$ cat config.mk
export PLATFORM = sky130hd
export DESIGN_NAME = gf251_red_stage
export DESIGN_NICKNAME = d
export VERILOG_FILES = /design/src/rtl/core/gf251_pkg.sv /design/src/rtl/core/gf251_red_stage.sv
export SDC_FILE = /design/constraint.sdc
export NUM_CORES = 1
export LEC_CHECK = 0
export BUFFER_PORTS_ARGS = -buffer_cell sky130_fd_sc_hd__buf_2
export CORE_AREA = 2 2 201 203
export DETAILED_ROUTE_END_ITERATION = 10
export DIE_AREA = 0 0 203 205
export GPL_TIMING_DRIVEN = 0
export REMOVE_ABC_BUFFERS = 1
export SYNTH_ARGS = -nofsm -noshare
export SYNTH_HDL_FRONTEND = slang
export SYNTH_SLANG_ARGS = --single-unit
$ cat constraint.sdc
create_clock -name clk -period 10.5 [get_ports clk]
set_clock_uncertainty 0.2 [all_clocks]
set_input_delay 0.525 -clock clk [delete_from_list [all_inputs] [get_ports clk]]
set_output_delay 0.525 -clock clk [all_outputs]
set_load 0.01 [all_outputs]
$ cat src/rtl/core/gf251_pkg.sv
`timescale 1ns / 1ps
// ----------------------------------------------------------------------------
// gf251_pkg
// Types, constants and helper functions shared by the GF(2^251) multiplier.
// ----------------------------------------------------------------------------
package gf251_pkg;

  // Operand and result geometry.
  localparam int LIMB_W    = 64;
  localparam int OPND_W    = 4 * LIMB_W;
  localparam int FIELD_DEG = 251;
  localparam int TOP_BITS  = FIELD_DEG - 3 * LIMB_W;

  // Slicing of the operands for the partial products.
  localparam int SLICE_W = 32;
  localparam int NSLICE  = OPND_W / SLICE_W;
  localparam int NPP     = NSLICE * NSLICE;
  localparam int PP_W    = 2 * SLICE_W - 1;

  // Full carry-less product width.
  localparam int PROD_W = 2 * OPND_W - 1;
  localparam int HI_W   = PROD_W - OPND_W;

  // Fold constant: x^256 = x^5 * (x^7 + x^4 + x^2 + 1).
  localparam int              FOLD_W     = 13;
  localparam logic [FOLD_W-1:0] FOLD_CONST = 13'h12a0;
  localparam int              ACC_W      = OPND_W + FOLD_W - 1;

  // Final reduction constant: x^7 + x^4 + x^2 + 1.
  localparam int             RED_CW    = 8;
  localparam logic [RED_CW-1:0] RED_CONST = 8'h95;
  localparam int             TOP_W     = ACC_W - FIELD_DEG;
  localparam int             RED_W     = TOP_W + RED_CW - 1;

  typedef struct packed {
    logic [LIMB_W-1:0] a_limb0;
    logic [LIMB_W-1:0] a_limb1;
    logic [LIMB_W-1:0] a_limb2;
    logic [LIMB_W-1:0] a_limb3;
    logic [LIMB_W-1:0] b_limb0;
    logic [LIMB_W-1:0] b_limb1;
    logic [LIMB_W-1:0] b_limb2;
    logic [LIMB_W-1:0] b_limb3;
  } in_req_t;

  typedef struct packed {
    logic [LIMB_W-1:0]   product_limb0;
    logic [LIMB_W-1:0]   product_limb1;
    logic [LIMB_W-1:0]   product_limb2;
    logic [TOP_BITS-1:0] product_limb3;
  } out_req_t;

  typedef logic [NPP-1:0][PP_W-1:0] pp_arr_t;

  // Carry-less product of two 32-bit slices.
  function automatic logic [PP_W-1:0] clmul_slice(input logic [SLICE_W-1:0] a,
                                                  input logic [SLICE_W-1:0] b);
    logic [PP_W-1:0] acc;
    acc = '0;
    for (int i = 0; i < SLICE_W; i++) begin
      if (b[i]) begin
        acc[i +: SLICE_W] = acc[i +: SLICE_W] ^ a;
      end
    end
    return acc;
  endfunction

endpackage

$ cat src/rtl/core/gf251_red_stage.sv
`timescale 1ns / 1ps
// ----------------------------------------------------------------------------
// gf251_red_stage
// Last pipeline stage: removes bits 251 and above with x^251 = x^7+x^4+x^2+1
// and holds the result in the output register.
// ----------------------------------------------------------------------------
module gf251_red_stage (
  input  logic                       clk,
  input  logic                       rst_n,
  input  logic                       up_valid,
  output logic                       up_ready,
  input  logic [gf251_pkg::ACC_W-1:0] up_acc,
  output logic                       dn_valid,
  input  logic                       dn_ready,
  output gf251_pkg::out_req_t         dn_req
);
  import gf251_pkg::*;

  logic [TOP_W-1:0]     top_bits;
  logic [RED_W-1:0]     red_val;
  logic [FIELD_DEG-1:0] res_nxt;
  out_req_t             req_nxt;
  out_req_t             req_r;
  logic                 valid_r;

  assign top_bits = up_acc[ACC_W-1:FIELD_DEG];

  // Top bits times the reduction polynomial, folded into the low end.
  always_comb begin
    red_val = '0;
    for (int s = 0; s < RED_CW; s++) begin
      if (RED_CONST[s]) begin
        red_val[s +: TOP_W] = red_val[s +: TOP_W] ^ top_bits;
      end
    end
    res_nxt = up_acc[FIELD_DEG-1:0] ^ {{(FIELD_DEG-RED_W){1'b0}}, red_val};
  end

  always_comb begin
    req_nxt.product_limb0 = res_nxt[0*LIMB_W +: LIMB_W];
    req_nxt.product_limb1 = res_nxt[1*LIMB_W +: LIMB_W];
    req_nxt.product_limb2 = res_nxt[2*LIMB_W +: LIMB_W];
    req_nxt.product_limb3 = res_nxt[3*LIMB_W +: TOP_BITS];
  end

  assign up_ready = !valid_r || dn_ready;

  always_ff @(posedge clk) begin
    if (!rst_n) begin
      valid_r <= 1'b0;
    end else if (up_ready) begin
      valid_r <= up_valid;
    end
  end

  always_ff @(posedge clk) begin
    if (up_ready && up_valid) begin
      req_r <= req_nxt;
    end
  end

  assign dn_valid = valid_r;
  assign dn_req   = req_r;

endmodule
; ---- After elaboration in Yosys (flattened, before gate mapping)
; Index checks and enable logic that the tools add are counted.
[totals]
reg_bits = 252
output_inout_bits = 253
elab_cells = 12
[classes]
reduce_logical = 3
n_bitwise = 4
[ops]
columns = operator, count
row1 = $xor A251 B24 Y251, 1
row2 = $xor A15 B17 Y17, 2
row3 = $xor A14 B17 Y17, 1
row4 = $logic_and A1 B1 Y1, 1
row5 = $logic_not A1 Y1, 1
row6 = $logic_or A1 B1 Y1, 1

; ---- Logic depth before layout (Yosys ltp)
[depth]
ltp_word = 4
ltp_mapped = 2

; ---- Worst setup path after synthesis
; Ideal clock, no wire load.
[synth_timing]
path_kind = input -> register
startpoint = input port dn_ready
endpoint = register req_r (netlist bit dn_req[0]) (enable)
slack_ns = 3.209
t_required_ns = 9.655
cell_stages = 2
arrival_time_ns = 6.447
path_buffers = 0
cell_sequence = nand2b_1 > and2_1
[synth_via]
elab_chain_cells = 2
[synth_rtl]
columns = item, line
row1 = "start, declared", gf251_red_stage.sv:14  ; input logic dn_ready,
row2 = $logic_or A1 B1 Y1, gf251_red_stage.sv:46  ; assign up_ready = !valid_r || dn_ready;
row3 = $logic_and A1 B1 Y1, gf251_red_stage.sv:57  ; if (up_ready && up_valid) begin
row4 = "end signal, assigned", gf251_red_stage.sv:58  ; req_r <= req_nxt;
row5 = "end, declared", gf251_red_stage.sv:23  ; out_req_t req_r;
; No other way between the ends.
; A chain may end at the register's enable or synchronous reset.

; ---- Worst setup path in the final report
[layout_timing]
startpoint = register valid_r, in the netlist dn_valid
endpoint = register req_r (netlist bit dn_req[36]) (enable)
[layout_via]
elab_chain_cells = 3
[layout_rtl]
columns = item, line
row1 = "start, declared", gf251_red_stage.sv:24  ; logic valid_r;
row2 = "start signal, assigned", gf251_red_stage.sv:52  ; valid_r <= up_valid;
row3 = $logic_not A1 Y1, gf251_red_stage.sv:46
row4 = $logic_or A1 B1 Y1, gf251_red_stage.sv:46
row5 = $logic_and A1 B1 Y1, gf251_red_stage.sv:57
; No other way between the ends.

==> impl_metrics.ini <==
[floorplanning]
dieArea_um2 = 41600
die_h_um = 205
io-pin-count = 525
core_area_um2 = 39400
rows = 73
die_x_um = 203
initial_core_util = 0.207

[place]
port_buffers = 524
pre_cts_slack_ns = 7.75
dp_cells = 1359
hpwl_um = 18600
place_area_um2 = 11500
gp_congestion = 0.814

[cts]
cts_buffers = 28
path_clk_slew_ns = 0.06
htree_levels = 1
cts_sinks = 252
hold_buffers = 227
clk_path_buf_depth = 3
cts_tree = built
cts.repair.resized = 0
worstSkewPairLatency_ns = 0.53
postCtsSetupRepairBufs = 0
cts_root_buf = clkbuf_16

[route]
ant_nets = 0
wl_per_cell_um = 16.6
drt-initial-drc-count = 288
drc = 0
routed_via_density = 3.68
drt_first_pass_iters = 4
drt_wl_total_um = 27100
vias = 6031

[setup_path]
reg2reg_to = dn_req[36]
critPathArrivalTime_ns = 2.40
cp-start-kind = flop
cp_max_fo = 76
r2r_start = dn_valid
r2r_slack_ns = 8.11
reg2reg_depth = 4
cp-end-kind = flop
critPathKind = reg2reg
cp.required_ns = 10.50

[timing]
finalCritPeriodShare = 0.228
relSlewSlack = 0.504
fin_ws_ns = 8.11
fin_hold_ws_ns = 0.0484
hold_viol_final = 0
rsz0062_at_grt = no
setup_tns_ns = 0
finalMaxSlewViolations = 0
fmax_mhz = 418
tightest_slew_ns = 0.744
finalSetupViolations = 0
period_needed_ns = 2.39

[grt]
grt-ovfl-total = 0
grt_antenna_before_repair = 1
globalRouteTotalUtil = 0.121
grt_max_degree = 77
grt_pass1_vias = 6610
grt_pass1_wl_um = 38000

[yosys]
yosysWarnings = 0
ys_ff_latch = 252
avgSynthCellArea_um2 = 26.6
synthDistinctLibCells = 9
ys_seq_area_frac = 0.926
synth_cells = 307
synthesis.area_um2 = 8170

[hold_path]
holdPathStages = 2
hold_start = rst_n
hp-class = in2reg
hold_path_end = dn_valid

[run]
maxCapViolations = 0

[cells_and_area]
num-fill-cells = 3635
nets = 1363
drive_above_1_share = 0.508
postLayoutCoreUtil = 0.374
fin_area_um2 = 14700
final_cell_mix = buf_2, edfxtp_1, dlygate4sd3_1
mostFrequentLayoutCell = buf_2
final_cells = 1639
area_growth_syn_to_layout_pct = 80.4

[power_and_ir_drop]
powerDensity_nw_per_um2 = 169
p_leak_nw = 6.23
fin_total_pwr_mw = 2.48
vdd_drop_max_mv = 0.113

[run_status]
status = completed
==> area by class of cell <==
cell class | instances | area, um^2 | share of cell area
Antenna cell | 1 | 2.50 | 0.000170
Clock buffer | 44 | 802 | 0.0545
Clock inverter | 8 | 121 | 0.00824
Inverter | 1 | 3.75 | 0.000255
Multi-Input combinational cell | 54 | 607 | 0.0412
Sequential cell | 252 | 7560 | 0.513
Tap cell | 525 | 657 | 0.0446
Timing Repair Buffer | 754 | 4980 | 0.338
==> cell usage after synthesis, drive strengths merged <==
cell type,instances,area [um^2]
edfxtp,251,7540
xnor2,21,184
xor2,20,175
xnor3,10,225
a21boi,1,7.51
and2,1,6.26
dfxtp,1,20.0
inv,1,3.75
nand2b,1,6.26
==> critical path, stage by stage, from the launching register on <==
cell,delay [ns]
dfxtp_1,0.31
nand2b_1,0.10
and2_4,0.63
buf_16,0.36
buf_16,0.33
==> how the worst max path moves through the flow <==
stage | from | to | slack, ns
floorplan | dn_ready | dn_req[0] | 3.21
global placement | dn_ready | dn_req[247] | 0.81
detailed placement | dn_ready | dn_req[247] | 7.75
CTS | dn_valid | dn_req[108] | 8.07
global route | dn_valid | dn_req[104] | 7.94
finish | dn_valid | dn_req[36] | 8.11
==> power by group <==
group          total [mW]  internal (mW)  switching [mW]
clock network       0.987          0.597           0.390
registers            1.21           1.19          0.0174
logic               0.292          0.156           0.136
==> flip-flops by register name, indices dropped and copies added (netlist names) <==
| register | count |
|---|---|
| dn_valid | 1 |
| dn_req | 251 |
==> metal layers <==
| layer | GRT usage | routed length, um | vias to the layer above |
|---|---|---|---|
| met4 | 0.0336 | 625 | 0 |
| met2 | 0.222 | 13900 | 356 |
| met1 | 0.130 | 10100 | 2858 |
| met3 | 0.0442 | 2550 | 33 |
| li1 | - | - | 2784 |
| met5 | 0 | 0 | - |
==> cell families after synthesis <==
group,share of synthesized area
AO/OA/AOI/OAI,0.000920
XOR/XNOR,0.0716
buffers and inverters,0.000459
flip-flops,0.926
AND/OR/NAND/NOR,0.00153
No activity file was read; power rests on OpenSTA's default activity.
