[config.mk]
export PLATFORM = sky130hd
export DESIGN_NAME = gf251_fold_stage
export DESIGN_NICKNAME = d
export VERILOG_FILES = /design/src/rtl/core/gf251_pkg.sv /design/src/rtl/core/gf251_fold_stage.sv
export SDC_FILE = /design/constraint.sdc
export NUM_CORES = 1
export LEC_CHECK = 0
export BUFFER_PORTS_ARGS = -buffer_cell sky130_fd_sc_hd__clkbuf_2
export CAP_MARGIN = 0
export CORE_AREA = 2 2 305 307
export DETAILED_ROUTE_END_ITERATION = 6
export DIE_AREA = 0 0 307 309
export RECOVER_POWER = 100
export SETUP_SLACK_MARGIN = 0.5
export SLEW_MARGIN = 25
export SYNTH_ARGS = -nofsm -noshare
export SYNTH_HDL_FRONTEND = slang
export SYNTH_SLANG_ARGS = --single-unit
export TNS_END_PERCENT = 100
[constraint.sdc]
create_clock -name clk -period 8.04 [get_ports clk]
set_input_delay 0.804 -clock clk [delete_from_list [all_inputs] [get_ports clk]]
set_output_delay 0.804 -clock clk [all_outputs]
set_load 0.02 [all_outputs]
[src/rtl/core/gf251_pkg.sv]
`timescale 1ns / 1ps
// ----------------------------------------------------------------------------
// gf251_pkg
// Types, constants and helper functions shared by the GF(2^251) multiplier.
// ----------------------------------------------------------------------------
package gf251_pkg;

  // Operand and result geometry.
  localparam int LIMB_W    = 64;
  localparam int OPND_W    = 4 * LIMB_W;
  localparam int FIELD_DEG = 251;
  localparam int TOP_BITS  = FIELD_DEG - 3 * LIMB_W;

  // Slicing of the operands for the partial products.
  localparam int SLICE_W = 32;
  localparam int NSLICE  = OPND_W / SLICE_W;
  localparam int NPP     = NSLICE * NSLICE;
  localparam int PP_W    = 2 * SLICE_W - 1;

  // Full carry-less product width.
  localparam int PROD_W = 2 * OPND_W - 1;
  localparam int HI_W   = PROD_W - OPND_W;

  // Fold constant: x^256 = x^5 * (x^7 + x^4 + x^2 + 1).
  localparam int              FOLD_W     = 13;
  localparam logic [FOLD_W-1:0] FOLD_CONST = 13'h12a0;
  localparam int              ACC_W      = OPND_W + FOLD_W - 1;

  // Final reduction constant: x^7 + x^4 + x^2 + 1.
  localparam int             RED_CW    = 8;
  localparam logic [RED_CW-1:0] RED_CONST = 8'h95;
  localparam int             TOP_W     = ACC_W - FIELD_DEG;
  localparam int             RED_W     = TOP_W + RED_CW - 1;

  typedef struct packed {
    logic [LIMB_W-1:0] a_limb0;
    logic [LIMB_W-1:0] a_limb1;
    logic [LIMB_W-1:0] a_limb2;
    logic [LIMB_W-1:0] a_limb3;
    logic [LIMB_W-1:0] b_limb0;
    logic [LIMB_W-1:0] b_limb1;
    logic [LIMB_W-1:0] b_limb2;
    logic [LIMB_W-1:0] b_limb3;
  } in_req_t;

  typedef struct packed {
    logic [LIMB_W-1:0]   product_limb0;
    logic [LIMB_W-1:0]   product_limb1;
    logic [LIMB_W-1:0]   product_limb2;
    logic [TOP_BITS-1:0] product_limb3;
  } out_req_t;

  typedef logic [NPP-1:0][PP_W-1:0] pp_arr_t;

  // Carry-less product of two 32-bit slices.
  function automatic logic [PP_W-1:0] clmul_slice(input logic [SLICE_W-1:0] a,
                                                  input logic [SLICE_W-1:0] b);
    logic [PP_W-1:0] acc;
    acc = '0;
    for (int i = 0; i < SLICE_W; i++) begin
      if (b[i]) begin
        acc[i +: SLICE_W] = acc[i +: SLICE_W] ^ a;
      end
    end
    return acc;
  endfunction

endpackage

[src/rtl/core/gf251_fold_stage.sv]
`timescale 1ns / 1ps
// ----------------------------------------------------------------------------
// gf251_fold_stage
// Third pipeline stage: folds product bits 256 and above back down using
// x^256 = x^5 * (x^7 + x^4 + x^2 + 1).
// ----------------------------------------------------------------------------
module gf251_fold_stage (
  input  logic                        clk,
  input  logic                        rst_n,
  input  logic                        up_valid,
  output logic                        up_ready,
  input  logic [gf251_pkg::PROD_W-1:0] up_prod,
  output logic                        dn_valid,
  input  logic                        dn_ready,
  output logic [gf251_pkg::ACC_W-1:0]  dn_acc
);
  import gf251_pkg::*;

  logic [HI_W-1:0]  prod_hi;
  logic [ACC_W-1:0] acc_nxt;
  logic [ACC_W-1:0] acc_r;
  logic             valid_r;

  assign prod_hi = up_prod[PROD_W-1:OPND_W];

  // Low half plus the high half times the fold constant.
  always_comb begin
    acc_nxt = {{(ACC_W-OPND_W){1'b0}}, up_prod[OPND_W-1:0]};
    for (int s = 0; s < FOLD_W; s++) begin
      if (FOLD_CONST[s]) begin
        acc_nxt[s +: HI_W] = acc_nxt[s +: HI_W] ^ prod_hi;
      end
    end
  end

  assign up_ready = !valid_r || dn_ready;

  always_ff @(posedge clk) begin
    if (!rst_n) begin
      valid_r <= 1'b0;
    end else if (up_ready) begin
      valid_r <= up_valid;
    end
  end

  always_ff @(posedge clk) begin
    if (up_ready && up_valid) begin
      acc_r <= acc_nxt;
    end
  end

  assign dn_valid = valid_r;
  assign dn_acc   = acc_r;

endmodule

# Yosys cells after proc, flatten, opt, wreduce, memory -nomap -nowiden
# Cells that the tools add are included.
# W data, S select, Z words.
[word_totals]
reg_bits = 268
in_bits = 515
[op_classes]
n_reduce_logical = 3
bitwise_logic = 4
[ops]
columns = ["op", "count"]
rows = [
  ["$xor A253 B255 Y255", 2],
  ["$xor A251 B255 Y255", 1],
  ["$xor A252 B255 Y255", 1],
  ["$logic_and A1 B1 Y1", 1],
  ["$logic_not A1 Y1", 1],
  ["$logic_or A1 B1 Y1", 1],
]

# Logic depth before layout (Yosys ltp)
# Gate-level depths: netlist of the first run.
[depth]
depth_word = 4
mapped_depth = 2

# Worst setup path before layout of the first run
# OpenSTA, ideal clock, no wires.
[synth_timing]
kind = "input to register"
start = "input port dn_ready"
end = "register acc_r[0] (netlist: dn_acc[0]), enable pin"
slack_ns = 0.222
cell_stages = 2
setup_ns = 0.661
arrival_ns = 7.157
path_cell_list = "nand2b_1 and2_1"
[synth_via]
elab_chain_cells = 2
[synth_rtl]
columns = ["element", "line_no", "rtl"]
rows = [
  ["from (decl)", "gf251_fold_stage.sv:14", "input logic dn_ready,"],
  ["$logic_or A1 B1 Y1", "gf251_fold_stage.sv:36", "assign up_ready = !valid_r || dn_ready;"],
  ["$logic_and A1 B1 Y1", "gf251_fold_stage.sv:47", "if (up_ready && up_valid) begin"],
  ["to (signal assigned)", "gf251_fold_stage.sv:48", "acc_r <= acc_nxt;"],
  ["to (decl)", "gf251_fold_stage.sv:21", "logic [ACC_W-1:0] acc_r;"],
]
# Every way passes these cells.
# A chain may end at the register's enable or synchronous reset.

# Worst setup path in the final report of the first run
[layout_timing]
start = "input port dn_ready"
end = "register acc_r[217] (netlist: dn_acc[217]), enable pin"
# Same word-level chain as after synthesis.

==> results of run 1 <==
## how the worst min path moves through the flow
stage	start	end	slack, ns	cells after the start
floorplan	dn_valid	dn_valid	0.75	2
global placement	dn_valid	dn_valid	0.54	2
detailed placement	dn_valid	dn_valid	0.54	2
CTS	up_prod[3]	dn_acc[3]	0.36	1
global route	up_prod[3]	dn_acc[3]	0.37	1
finish	up_prod[3]	dn_acc[3]	0.43	1
## layout make-up
cell class | instances | area, um^2
multi-input cells | 645 | 9000
inverters | 1 | 3.75
repair buffers | 786 | 3310
well taps | 1186 | 1480
flip-flops and latches | 268 | 8040
clock buffers | 40 | 905
diodes | 3 | 7.51
fillers | 9804 | 68400
clock inverters | 21 | 256
## flip-flops by register name, indices dropped and copies added (netlist names)
name,count
dn_acc,267
dn_valid,1
## report_power, final
part,total (mW),switching [mW],internal (mW),leakage (nW)
combinational,1.40,0.806,0.598,7.00
sequential,1.91,0.0611,1.85,2.59
clock,1.64,0.646,0.999,0.576
total,4.96,1.51,3.44,10.2
## cells in the mapped netlist
cell type,number
edfxtp_1,267
xor2_1,253
xnor3_1,244
xnor2_1,144
a21boi_0,1
and2_1,1
buf_4,1
conb_1,1
dfxtp_1,1
inv_1,1
nand2b_1,1
## kinds of logic (layout without fill, tap and decap cells)
group / after synthesis / after routing
other cells: 1 / 4
buf+inv: 2 / 848
xor+xnor: 641 / 641
flops: 268 / 268
simple gates: 2 / 2
compound gates: 1 / 1
## layout by cell type (no fill, tap or decap), drive strengths merged
cell / instances
dfxtp: 1
nand2b: 1
inv: 2
and2: 1
xnor3: 244
bufinv: 6
clkbuf: 826
conb: 1
xnor2: 144
a21boi: 1
xor2: 253
diode: 3
clkinv: 14
edfxtp: 267
## metal layers
metal	wire, um	GRT usage	vias up
met3	6010	0.0471	107
met2	31200	0.219	563
met4	2300	0.0463	4
met5	21	0	-
met1	22000	0.128	5236
li1	-	-	4953
## per-stage QoR
step	area, um^2	hold WS, ns	power (mW)	std cells
2_1_floorplan	17000	0.749	2.83	915
3_3_place_gp	22500	0.537	3.41	2886
3_5_place_dp	22500	0.539	3.42	2886
4_1_cts	23600	0.361	5.11	2947
5_1_grt	23000	0.374	5.18	2949
6_report	23000	0.429	4.96	2950
==> metrics.csv, run 1 <==
stage,metric,value,unit
run_status,outcome,"complete, but fails checks",
run_status,violations,"capacitance limit, slew limit",
setup_path,worst_path_max_delay_cell,clkbuf_2,
routing,wl_per_cell,20.8,um
finish,syn2layout_area_growth,35.0,%
finish,fin_util,0.252,
timing,finalMaxSlewViolations,202,
power,ir_worst_vdd,0.000160,V
setup_path,end_kind,flop,
setup_path,ff2ff_path_depth,3,
synth,synthMuxAreaShare,0,
timing,layout_min_cycle_time,4.64,ns
timing,rsz0062_at_grt,no,
grt,grt.overflow.total,0,
synth,synth-seq-area-share,0.472,
power,p_leak,10.2,nW
timing,finalSetupViolations,0,
synth,synth_top_area_frac,0.470,
synth,yosys.area.top_type,edfxtp_1,
power,p_per_area,215,nW/um^2
cts,cts_buffer_depth,3,
synth,yosys_warnings,0,
synth,synthSimpleGateAreaFrac,0.000734,
cts,cts_hold_buf,0,
floorplanning,start_util,0.187,
synth,syn_nets,1430,
setup_path,rrSetupSlack,3.43,ns
cts,cts_tree,built,
timing,skew,0.0202,ns
grt,antenna_found_initial,15,
setup_path,cpPeakStageDelay,2.49,ns
timing,setup_tns,0,ns
finish,drive_gt1_frac,0.195,
routing,drc,0,
synth,yosysUniqueCellTypes,11,
synth,synth-compound-area-share,0.000440,
setup_path,endpoint,dn_acc[217],
synth,synth_top_family_by_area,XOR/XNOR gates,
placed_design,place_congestion,0.841,
cts,cts_setup_buffers,0,
cts,numCtsBuffers,35,
setup_path,rr_endpoint,dn_acc[217],
placed_design,port-buffer-count,783,
cts,clkLatencyLatePin,0.55,ns
synth,syn_area_per_cell,18.6,um^2
cts,cts.sinks,268,
placed_design,dp_hpwl,51600,um
timing,hold_viol,0,
setup_path,crit_start,dn_ready,
setup_path,critPathKind,input pin to flop,
synth,synth_area,17000,um^2
grt,grt_pass1_wl,81200,um
setup_path,cp_data_required_time,8.11,ns
grt,grt_use_total,0.122,
setup_path,r2r_start,dn_valid,
setup_path,path_cells,clkbuf_2 -> nand2b_1 -> and2_4 -> clkbuf_2,
floorplanning,die_area,94900,um^2
synth,syn_inst,915,
cts,clkSlewWorstSetupHoldPaths,0.06,ns
setup_path,cp-start-kind,input pin,
synth,synthXorXnorAreaFrac,0.526,
floorplanning,pin_count,785,
floorplanning,die_h,309,um
cts,htree_levels,2,
timing,slew-limit-headroom,-1.58,
setup_path,cpLargestDelayFamily,buffers and inverters,
timing,fin_ws,3.40,ns
routing,first_pass_iters,5,
cts,root_buffer,clkbuf_16,
synth,synthAdderAreaFrac,0,
grt,grt_pass1_vias,11335,
setup_path,cp_num_cells,4,
hold_path,min_path_type,input pin to flop,
setup_path,cp.arrival,4.70,ns
timing,worstMarginPinSlew,3.87,ns
cts,cts.repair.resized,0,
synth,synth_seq_cells,268,
grt,grt_max_degree,134,
placed_design,dp_slack,4.88,ns
timing,finalCritPeriodShare,0.577,
synth,yosys-top-cells-area,"edfxtp_1 (47%), xnor3_1 (32%), xor2_1 (13%)",
setup_path,critPathMostFrequentCell,clkbuf_2,
finish,finalNetCount,2252,
routing,vias,10863,
routing,drtIter0Drc,661,
floorplanning,core,91400,um^2
run,maxCapViolCount,2,
routing,antenna_left,0,
setup_path,critPathMaxFanout,133,
routing,drt_wl_total,61500,um
routing,post_drt_via_cell_ratio,3.68,
setup_path,critPathBufInv,2,
floorplanning,rows,111,
timing,clock.fmax,216,MHz
floorplanning,die_width,307,um
(Power assumes the default switching activity.)
==> inputs of run 2 (changes only) <==
--- a/config.mk
+++ b/config.mk
@@ -7,9 +7,9 @@
 export LEC_CHECK = 0
 export BUFFER_PORTS_ARGS = -buffer_cell sky130_fd_sc_hd__clkbuf_2
 export CAP_MARGIN = 0
-export CORE_AREA = 2 2 305 307
+export CORE_AREA = 2 2 306 308
 export DETAILED_ROUTE_END_ITERATION = 6
-export DIE_AREA = 0 0 307 309
+export DIE_AREA = 0 0 308 310
 export RECOVER_POWER = 100
 export SETUP_SLACK_MARGIN = 0.5
 export SLEW_MARGIN = 25
==> constraint.sdc (replaced) <==
create_clock -name clk -period 4.85 [get_ports clk]
set_input_delay 0.485 -clock clk [delete_from_list [all_inputs] [get_ports clk]]
set_output_delay 0.485 -clock clk [all_outputs]
set_load 0.02 [all_outputs]
==> run 2 against run 1 <==
Compared with the run above: the run now ends clean; worst hold slack lost 0.34 ns; power rose by 65%; clock power rose by 63%; via count rose by 1.5%; highest routed layer unchanged; final area is 0.27% higher; first-iteration DRC count fell by 3.9%; flip-flop and latch count is the same; critical endpoint is now dn_acc[94]; setup slack got worse by 1.0 ns; largest power group unchanged; core utilization down 0.23 points; clock skew shrank 0.0018 ns.
==> metrics.csv, run 2 (same netlist as run 1, synthesis figures left out) <==
stage,metric,value,unit,change
run_status,outcome,completed,,"was complete, but fails checks"
grt,grt_max_degree,100,,was 134
setup_path,rrSetupSlack,2.40,ns,was 3.43 ns
routing,first_pass_iters,5,,unchanged
floorplanning,die_h,310,um,was 309 um
routing,post_drt_via_cell_ratio,3.71,,was 3.68
cts,root_buffer,clkbuf_16,,unchanged
power,power,8.19,mW,was 4.96 mW
cts,clkLatencyLatePin,0.57,ns,was 0.55 ns
timing,slew-limit-headroom,0.210,,was -1.58
grt,grt_pass1_vias,11346,,about the same
power,ir_worst_vdd,0.000242,V,was 0.000160 V
grt,grt_pass1_wl,86000,um,was 81200 um
placed_design,place_congestion,0.861,,was 0.841
setup_path,critPathMaxFanout,42,,was 133
cts,numCtsBuffers,35,,unchanged
finish,drive_gt1_frac,0.193,,was 0.195
setup_path,r2r_start,dn_valid,,unchanged
setup_path,endpoint,dn_acc[94],,was dn_acc[217]
timing,setup_tns,0,ns,unchanged
setup_path,path_cells,nand2b_1 -> and2_4 -> clkbuf_1,,was clkbuf_2 -> nand2b_1 -> and2_4 -> clkbuf_2
timing,worstMarginPinSlew,1.19,ns,was 3.87 ns
setup_path,worst_path_max_delay_cell,clkbuf_1,,was clkbuf_2
hold_path,holdPathStages,1,,unchanged
finish,largest_reg_flops,267,,unchanged
floorplanning,rows,112,,was 111
cts,cts_setup_buffers,0,,unchanged
timing,finalSetupViolations,0,,unchanged
power,p_leak,10.2,nW,about the same
timing,clock.fmax,408,MHz,
cts,clkSlewWorstSetupHoldPaths,0.06,ns,about the same
setup_path,crit_start,dn_valid,,was dn_ready
placed_design,port-buffer-count,783,,unchanged
cts,htree_levels,2,,unchanged
routing,drt_wl_total,66600,um,was 61500 um
setup_path,cpPeakStageDelay,0.94,ns,was 2.49 ns
timing,hold_viol,0,,unchanged
grt,grt.overflow.total,0,,unchanged
routing,drtIter0Drc,635,,was 661
timing,layout_min_cycle_time,2.45,ns,
routing,wl_per_cell,22.4,um,was 20.8 um
routing,antenna_left,0,,unchanged
setup_path,end_kind,flop,,unchanged
cts,cts_hold_buf,0,,unchanged
timing,finalCritPeriodShare,0.505,,
grt,grt_use_total,0.131,,was 0.122
cts,cts_tree,built,,unchanged
cts,cts_buffer_depth,3,,unchanged
setup_path,rr_endpoint,dn_acc[94],,was dn_acc[217]
finish,fin_util,0.249,,was 0.252
floorplanning,core,92500,um^2,was 91400 um^2
finish,layout_common_cells,"clkbuf_1 (510), clkbuf_2 (289), edfxtp_1 (267)",,"was clkbuf_1 (500), clkbuf_2 (290), edfxtp_1 (267)"
routing,vias,11027,,was 10.9k
cts,cts.repair.resized,0,,unchanged
setup_path,cp-start-kind,flop,,was input pin
finish,layout_commonest_cell,clkbuf_1,,unchanged
finish,finalNetCount,2260,,was 2252
floorplanning,die_width,308,um,was 307 um
setup_path,ff2ff_path_depth,3,,unchanged
timing,finalMaxSlewViolations,0,,was 202
setup_path,critPathKind,flop to flop,,was input pin to flop
cts,cts.sinks,268,,unchanged
run,maxCapViolCount,0,,was 2
placed_design,dp_hpwl,57200,um,was 51600 um
timing,rsz0062_at_grt,no,,unchanged
floorplanning,pin_count,785,,unchanged
power,p_per_area,355,nW/um^2,was 215 nW/um^2
grt,antenna_found_initial,27,,was 15
routing,drc,0,,unchanged
floorplanning,start_util,0.184,,was 0.187
floorplanning,die_area,95500,um^2,was 94900 um^2
setup_path,cp.arrival,2.63,ns,was 4.70 ns
timing,skew,0.0184,ns,was 0.0202 ns
setup_path,cp_data_required_time,5.03,ns,was 8.11 ns
hold_path,min_path_type,input pin to flop,,unchanged
finish,syn2layout_area_growth,35.3,%,was 35.0%
-- run 2: cell count changes in the layout (fill, tap and decap cells not counted) --
cell        change
clkinvlp_4      +1
diode_2         +1
clkinv_8        +1
clkbuf_2        -1
clkbuf_16       +1
clkbuf_1       +10
clkbuf_8        +1
bufinv_16       -2
clkinv_1        -1
buf_12          +2
clkinv_2        -5
-- run 2: report_power, final --
group	switching [mW]	total (mW)	internal, mW
Clock	1.07	2.67	1.60
Combinational	1.36	2.36	0.998
Sequential	0.105	3.15	3.05
-- run 2: layout make-up --
| cell class | count | area, um^2 |
|---|---|---|
| antenna | 4 | 10.0 |
| clock buffer | 45 | 955 |
| clock inverter | 15 | 191 |
| fill | 9840 | 69400 |
| inverter | 1 | 3.75 |
| multi-input combinational | 645 | 9000 |
| sequential | 268 | 8040 |
| tap | 1197 | 1500 |
| timing repair buffer | 794 | 3370 |
-- run 2: layer usage --
layer | part of all wire | routed length [um] | GRT usage
met1 | 0.36 | 24200 | 0.142
met4 | 0.031 | 2090 | 0.0429
met2 | 0.48 | 32200 | 0.221
met3 | 0.12 | 7980 | 0.0663
met5 | 0.0018 | 118 | 0
-- run 2: worst min path at each step --
| stage | startpoint | slack, ns | endpoint |
|---|---|---|---|
| 2_1_floorplan | up_prod[0] | 0.58 | dn_acc[0] |
| 3_3_place_gp | dn_valid | 0.54 | dn_valid |
| 3_5_place_dp | dn_valid | 0.53 | dn_valid |
| 4_1_cts | up_prod[4] | 0.03 | dn_acc[4] |
| 5_1_grt | up_prod[2] | 0.04 | dn_acc[2] |
| 6_report | up_prod[4] | 0.09 | dn_acc[4] |
-- run 2: critical path, delay by kind of cell, from the launching register on --
kind	cells	cell delay (ns)
buffers and inverters	1	0.94
DFF	1	0.31
and+or+nand+nor	2	0.78
-- run 2: through the flow --
| stage | instance area (um^2) | instances | worst slack [ns] | hold slack, ns |
|---|---|---|---|---|
| finish | 23100 | 2969 | 2.40 | 0.0927 |
| detailed placement | 22600 | 2905 | 2.44 | 0.533 |
| global route | 23100 | 2968 | 2.27 | 0.0420 |
| floorplan | 17000 | 915 | 1.76 | 0.584 |
| CTS | 23700 | 2965 | 2.73 | 0.0294 |
| global placement | 22600 | 2905 | 2.47 | 0.536 |
==> inputs of run 3 (changes only) <==
--- a/config.mk
+++ b/config.mk
@@ -5,11 +5,12 @@
 export SDC_FILE = /design/constraint.sdc
 export NUM_CORES = 1
 export LEC_CHECK = 0
+export ABC_AREA = 1
 export BUFFER_PORTS_ARGS = -buffer_cell sky130_fd_sc_hd__clkbuf_2
 export CAP_MARGIN = 0
-export CORE_AREA = 2 2 306 308
+export CORE_AREA = 2 2 304 306
 export DETAILED_ROUTE_END_ITERATION = 6
-export DIE_AREA = 0 0 308 310
+export DIE_AREA = 0 0 306 308
 export RECOVER_POWER = 100
 export SETUP_SLACK_MARGIN = 0.5
 export SLEW_MARGIN = 25
==> constraint.sdc (replaced) <==
create_clock -name clk -period 2.1 [get_ports clk]
set_input_delay 0.21 -clock clk [delete_from_list [all_inputs] [get_ports clk]]
set_output_delay 0.21 -clock clk [all_outputs]
set_load 0.02 [all_outputs]
==> run 3 against run 2 <==
Compared with the run above: register-to-register slack got worse by 2.1 ns; synthesized area rose by 30%; global-route usage rose by 4.4 points; final area rose by 23%; final cell count rose by 87%; non-clock buffer count rose by 25; die area fell by 1.3%; first-iteration DRC count rose by 98%; clock skew rose by 0.0045 ns; routed wire length rose by 29%; critical path type unchanged; critical endpoint is now dn_acc[252]; largest cell class unchanged.
==> metrics.csv, run 3 <==
stage,metric,value,unit,change
timing,finalCritPeriodShare,0.839,,was 0.505
timing,fin_ws,0.339,ns,was 2.40 ns
power,p_clk_frac,0.331,,was 0.326
synth,yosys-top-cells-area,"edfxtp_1 (36%), nand2_1 (29%), inv_1 (13%)",,"was edfxtp_1 (47%), xnor3_1 (32%), xor2_1 (13%)"
placed_design,dp_hpwl,73100,um,was 57200 um
routing,vias,23676,,was 11.0k
finish,fillers,10155,,was 9840
setup_path,path_cells,a21oi_1 -> buf_12 -> clkbuf_2,,was nand2b_1 -> and2_4 -> clkbuf_1
placed_design,dp_slack,0.447,ns,was 2.44 ns
power,p_switching,6.54,mW,was 2.54 mW
cts,clkLatencyLatePin,0.56,ns,was 0.57 ns
synth,syn_nets,3997,,was 1430
routing,first_pass_iters,5,,unchanged
timing,finalMaxSlewViolations,0,,unchanged
setup_path,cp-start-kind,flop,,unchanged
grt,grt_use_total,0.175,,was 0.131
setup_path,worst_path_max_delay_cell,a21oi_1,,was clkbuf_1
setup_path,cp_data_required_time,2.30,ns,was 5.03 ns
placed_design,place_congestion,0.945,,was 0.861
synth,async_flop_share,0,,unchanged
synth,yosys_warnings,0,,unchanged
finish,syn2layout_area_growth,28.8,%,was 35.3%
floorplanning,core,91000,um^2,was 92500 um^2
cts,htree_levels,2,,unchanged
synth,synthFlopType,edfxtp_1,,unchanged
synth,synth_area,22100,um^2,was 17000 um^2
setup_path,critPathMaxFanout,15,,was 42
finish,finalNetCount,4851,,was 2260
hold_path,min_path_type,input pin to flop,,unchanged
cts,cts.sinks,268,,unchanged
routing,drtIter0Drc,1260,,was 635
synth,syn_inst,3482,,was 915
setup_path,cpPeakStageDelay,0.42,ns,was 0.94 ns
floorplanning,die_h,308,um,was 310 um
synth,syn_area_per_cell,6.34,um^2,was 18.6 um^2
timing,layout_min_cycle_time,1.76,ns,was 2.45 ns
floorplanning,die_width,306,um,was 308 um
synth,synth_common_cells,"nand2_1 (1709), inv_1 (737), nand3_1 (488), edfxtp_1 (267), xor2_1 (255)",,"was edfxtp_1 (267), xor2_1 (253), xnor3_1 (244), xnor2_1 (144)"
grt,antenna_found_initial,27,,unchanged
finish,seqCellArea,8040,um^2,unchanged
synth,yosys.area.top_type,edfxtp_1,,unchanged
cts,root_buffer,clkbuf_16,,unchanged
timing,skew,0.0229,ns,was 0.0184 ns
finish,multi_input_area,11300,um^2,was 9000 um^2
setup_path,critPathKind,flop to flop,,unchanged
grt,grt.overflow.total,0,,unchanged
hold_path,min-delay-start,up_prod[256],,was up_prod[4]
cts,cts_tree,built,,unchanged
timing,finalSetupViolations,0,,unchanged
finish,layout_common_cells,"nand2_1 (1709), inv_1 (736), nand3_1 (488)",,"was clkbuf_1 (510), clkbuf_2 (289), edfxtp_1 (267)"
synth,post-synth-top-count-cell,nand2_1,,was edfxtp_1
floorplanning,pin_count,785,,unchanged
routing,antenna_left,0,,unchanged
setup_path,r2r_start,dn_valid,,unchanged
finish,largest_reg_flops,267,,unchanged
placed_design,port-buffer-count,783,,unchanged
synth,yosysUniqueCellTypes,13,,was 11
timing,hold_viol,0,,unchanged
cts,numCtsBuffers,37,,was 35
floorplanning,die_area,94200,um^2,was 95500 um^2
timing,clock.fmax,568,MHz,was 408 MHz
power,p_leak,16.8,nW,was 10.2 nW
synth,synth_edf_count,267,,unchanged
cts,cts_buffer_depth,3,,unchanged
routing,drc,0,,unchanged
floorplanning,start_util,0.243,,was 0.184
finish,layout_commonest_cell,nand2_1,,was clkbuf_1
run,maxCapViolCount,0,,unchanged
grt,grt_pass1_wl,125000,um,was 86000 um
timing,hold_ws,0.0471,ns,was 0.0927 ns
routing,post_drt_via_cell_ratio,4.26,,was 3.71
timing,setup_tns,0,ns,unchanged
grt,grt_pass1_vias,21894,,was 11.3k
synth,synth_seq_cells,268,,unchanged
power,internal_power,11.7,mW,was 5.65 mW
setup_path,cp.arrival,1.96,ns,was 2.63 ns
timing,slew-limit-headroom,0.549,,was 0.210
setup_path,end_kind,flop,,unchanged
timing,worstMarginPinSlew,0.676,ns,was 1.19 ns
finish,drive_gt1_frac,0.103,,was 0.193
routing,drt_wl_total,86100,um,was 66600 um
routing,wl_per_cell,15.5,um,was 22.4 um
synth,synth_top_area_frac,0.363,,was 0.470
cts,clkSlewWorstSetupHoldPaths,0.06,ns,about the same
run_status,outcome,completed,,unchanged
grt,grt_max_degree,57,,was 100
power,p_per_area,642,nW/um^2,was 355 nW/um^2
power,power,18.3,mW,was 8.19 mW
power,ir_worst_vdd,0.000437,V,was 0.000242 V
setup_path,crit_start,dn_valid,,unchanged
power,p_seq_frac,0.377,,was 0.385
power,netSwitchingFraction,0.358,,was 0.310
synth,synth-seq-area-share,0.364,,was 0.472
floorplanning,rows,111,,was 112
timing,rsz0062_at_grt,no,,unchanged
power,share_comb_of_total_power,0.292,,was 0.288
## run 3: cell type report
class / instances / area share
antenna: 14 / 0.00123
inverter: 737 / 0.0975
clock inverter: 18 / 0.00440
clock buffer: 47 / 0.0339
tap: 1186 / 0.0521
sequential: 268 / 0.282
timing repair buffer: 819 / 0.133
multi-input combinational: 2473 / 0.396
## run 3: repair_timing
| action | CTS | global route |
|---|---|---|
| setup endpoints to repair | 15 | 0 |
| endpoints found under the hold margin | 16 | 0 |
| setup buffers | 0 | 0 |
| hold buffers | 17 | 0 |
| resized for setup | 1 | 0 |
## run 3: worst max-delay path: cells and delay by family (launching register included)
family	cells	cell delay, ns
DFF	1	0.32
AOI/OAI and AO/OA	1	0.42
buffers and inverters	2	0.62
## run 3: power by group through the flow
stage | Clock (mW) | Combinational, mW | Sequential (mW)
floorplan | 0 | 2.54 | 7.66
global placement | 0 | 5.43 | 7.00
detailed placement | 0 | 5.51 | 6.99
CTS | 6.29 | 5.55 | 6.89
global route | 6.40 | 6.01 | 6.93
finish | 6.05 | 5.33 | 6.88
## run 3: layer usage
layer,vias to the layer above,GRT usage,part of all wire
met5,-,0,0.0024
met4,32,0.0803,0.045
met3,197,0.0559,0.083
met2,693,0.300,0.47
met1,10466,0.197,0.40
li1,12288,-,-
## run 3: final timing paths
kind         depth (start not counted)           to  slack (ns)
max                                  3  dn_acc[252]        0.34
min                                  2    dn_acc[5]        0.05
max reg2reg                          3  dn_acc[252]        0.34
min reg2reg                          2  dn_acc[126]        0.88
## run 3: cell families (layout without fill, tap and decap cells)
logic type,Yosys count,after routing,share of synthesized area
AO/OA/AOI/OAI,2,2,0.000566
XOR/XNOR,273,273,0.108
flip-flops,268,268,0.364
AND/OR/NAND/NOR,2197,2197,0.401
buffers and inverters,741,1621,0.126
other,1,15,0.000170
## run 3: metrics by stage
stage / std cells / instance area [um^2] / utilization
after detailed placement: 5466 / 27700 / 0.304
after floorplan: 3482 / 22100 / -
after global routing: 5555 / 28400 / 0.313
final: 5562 / 28500 / 0.313
after CTS: 5548 / 28900 / 0.318
after global placement: 5466 / 27700 / 0.304
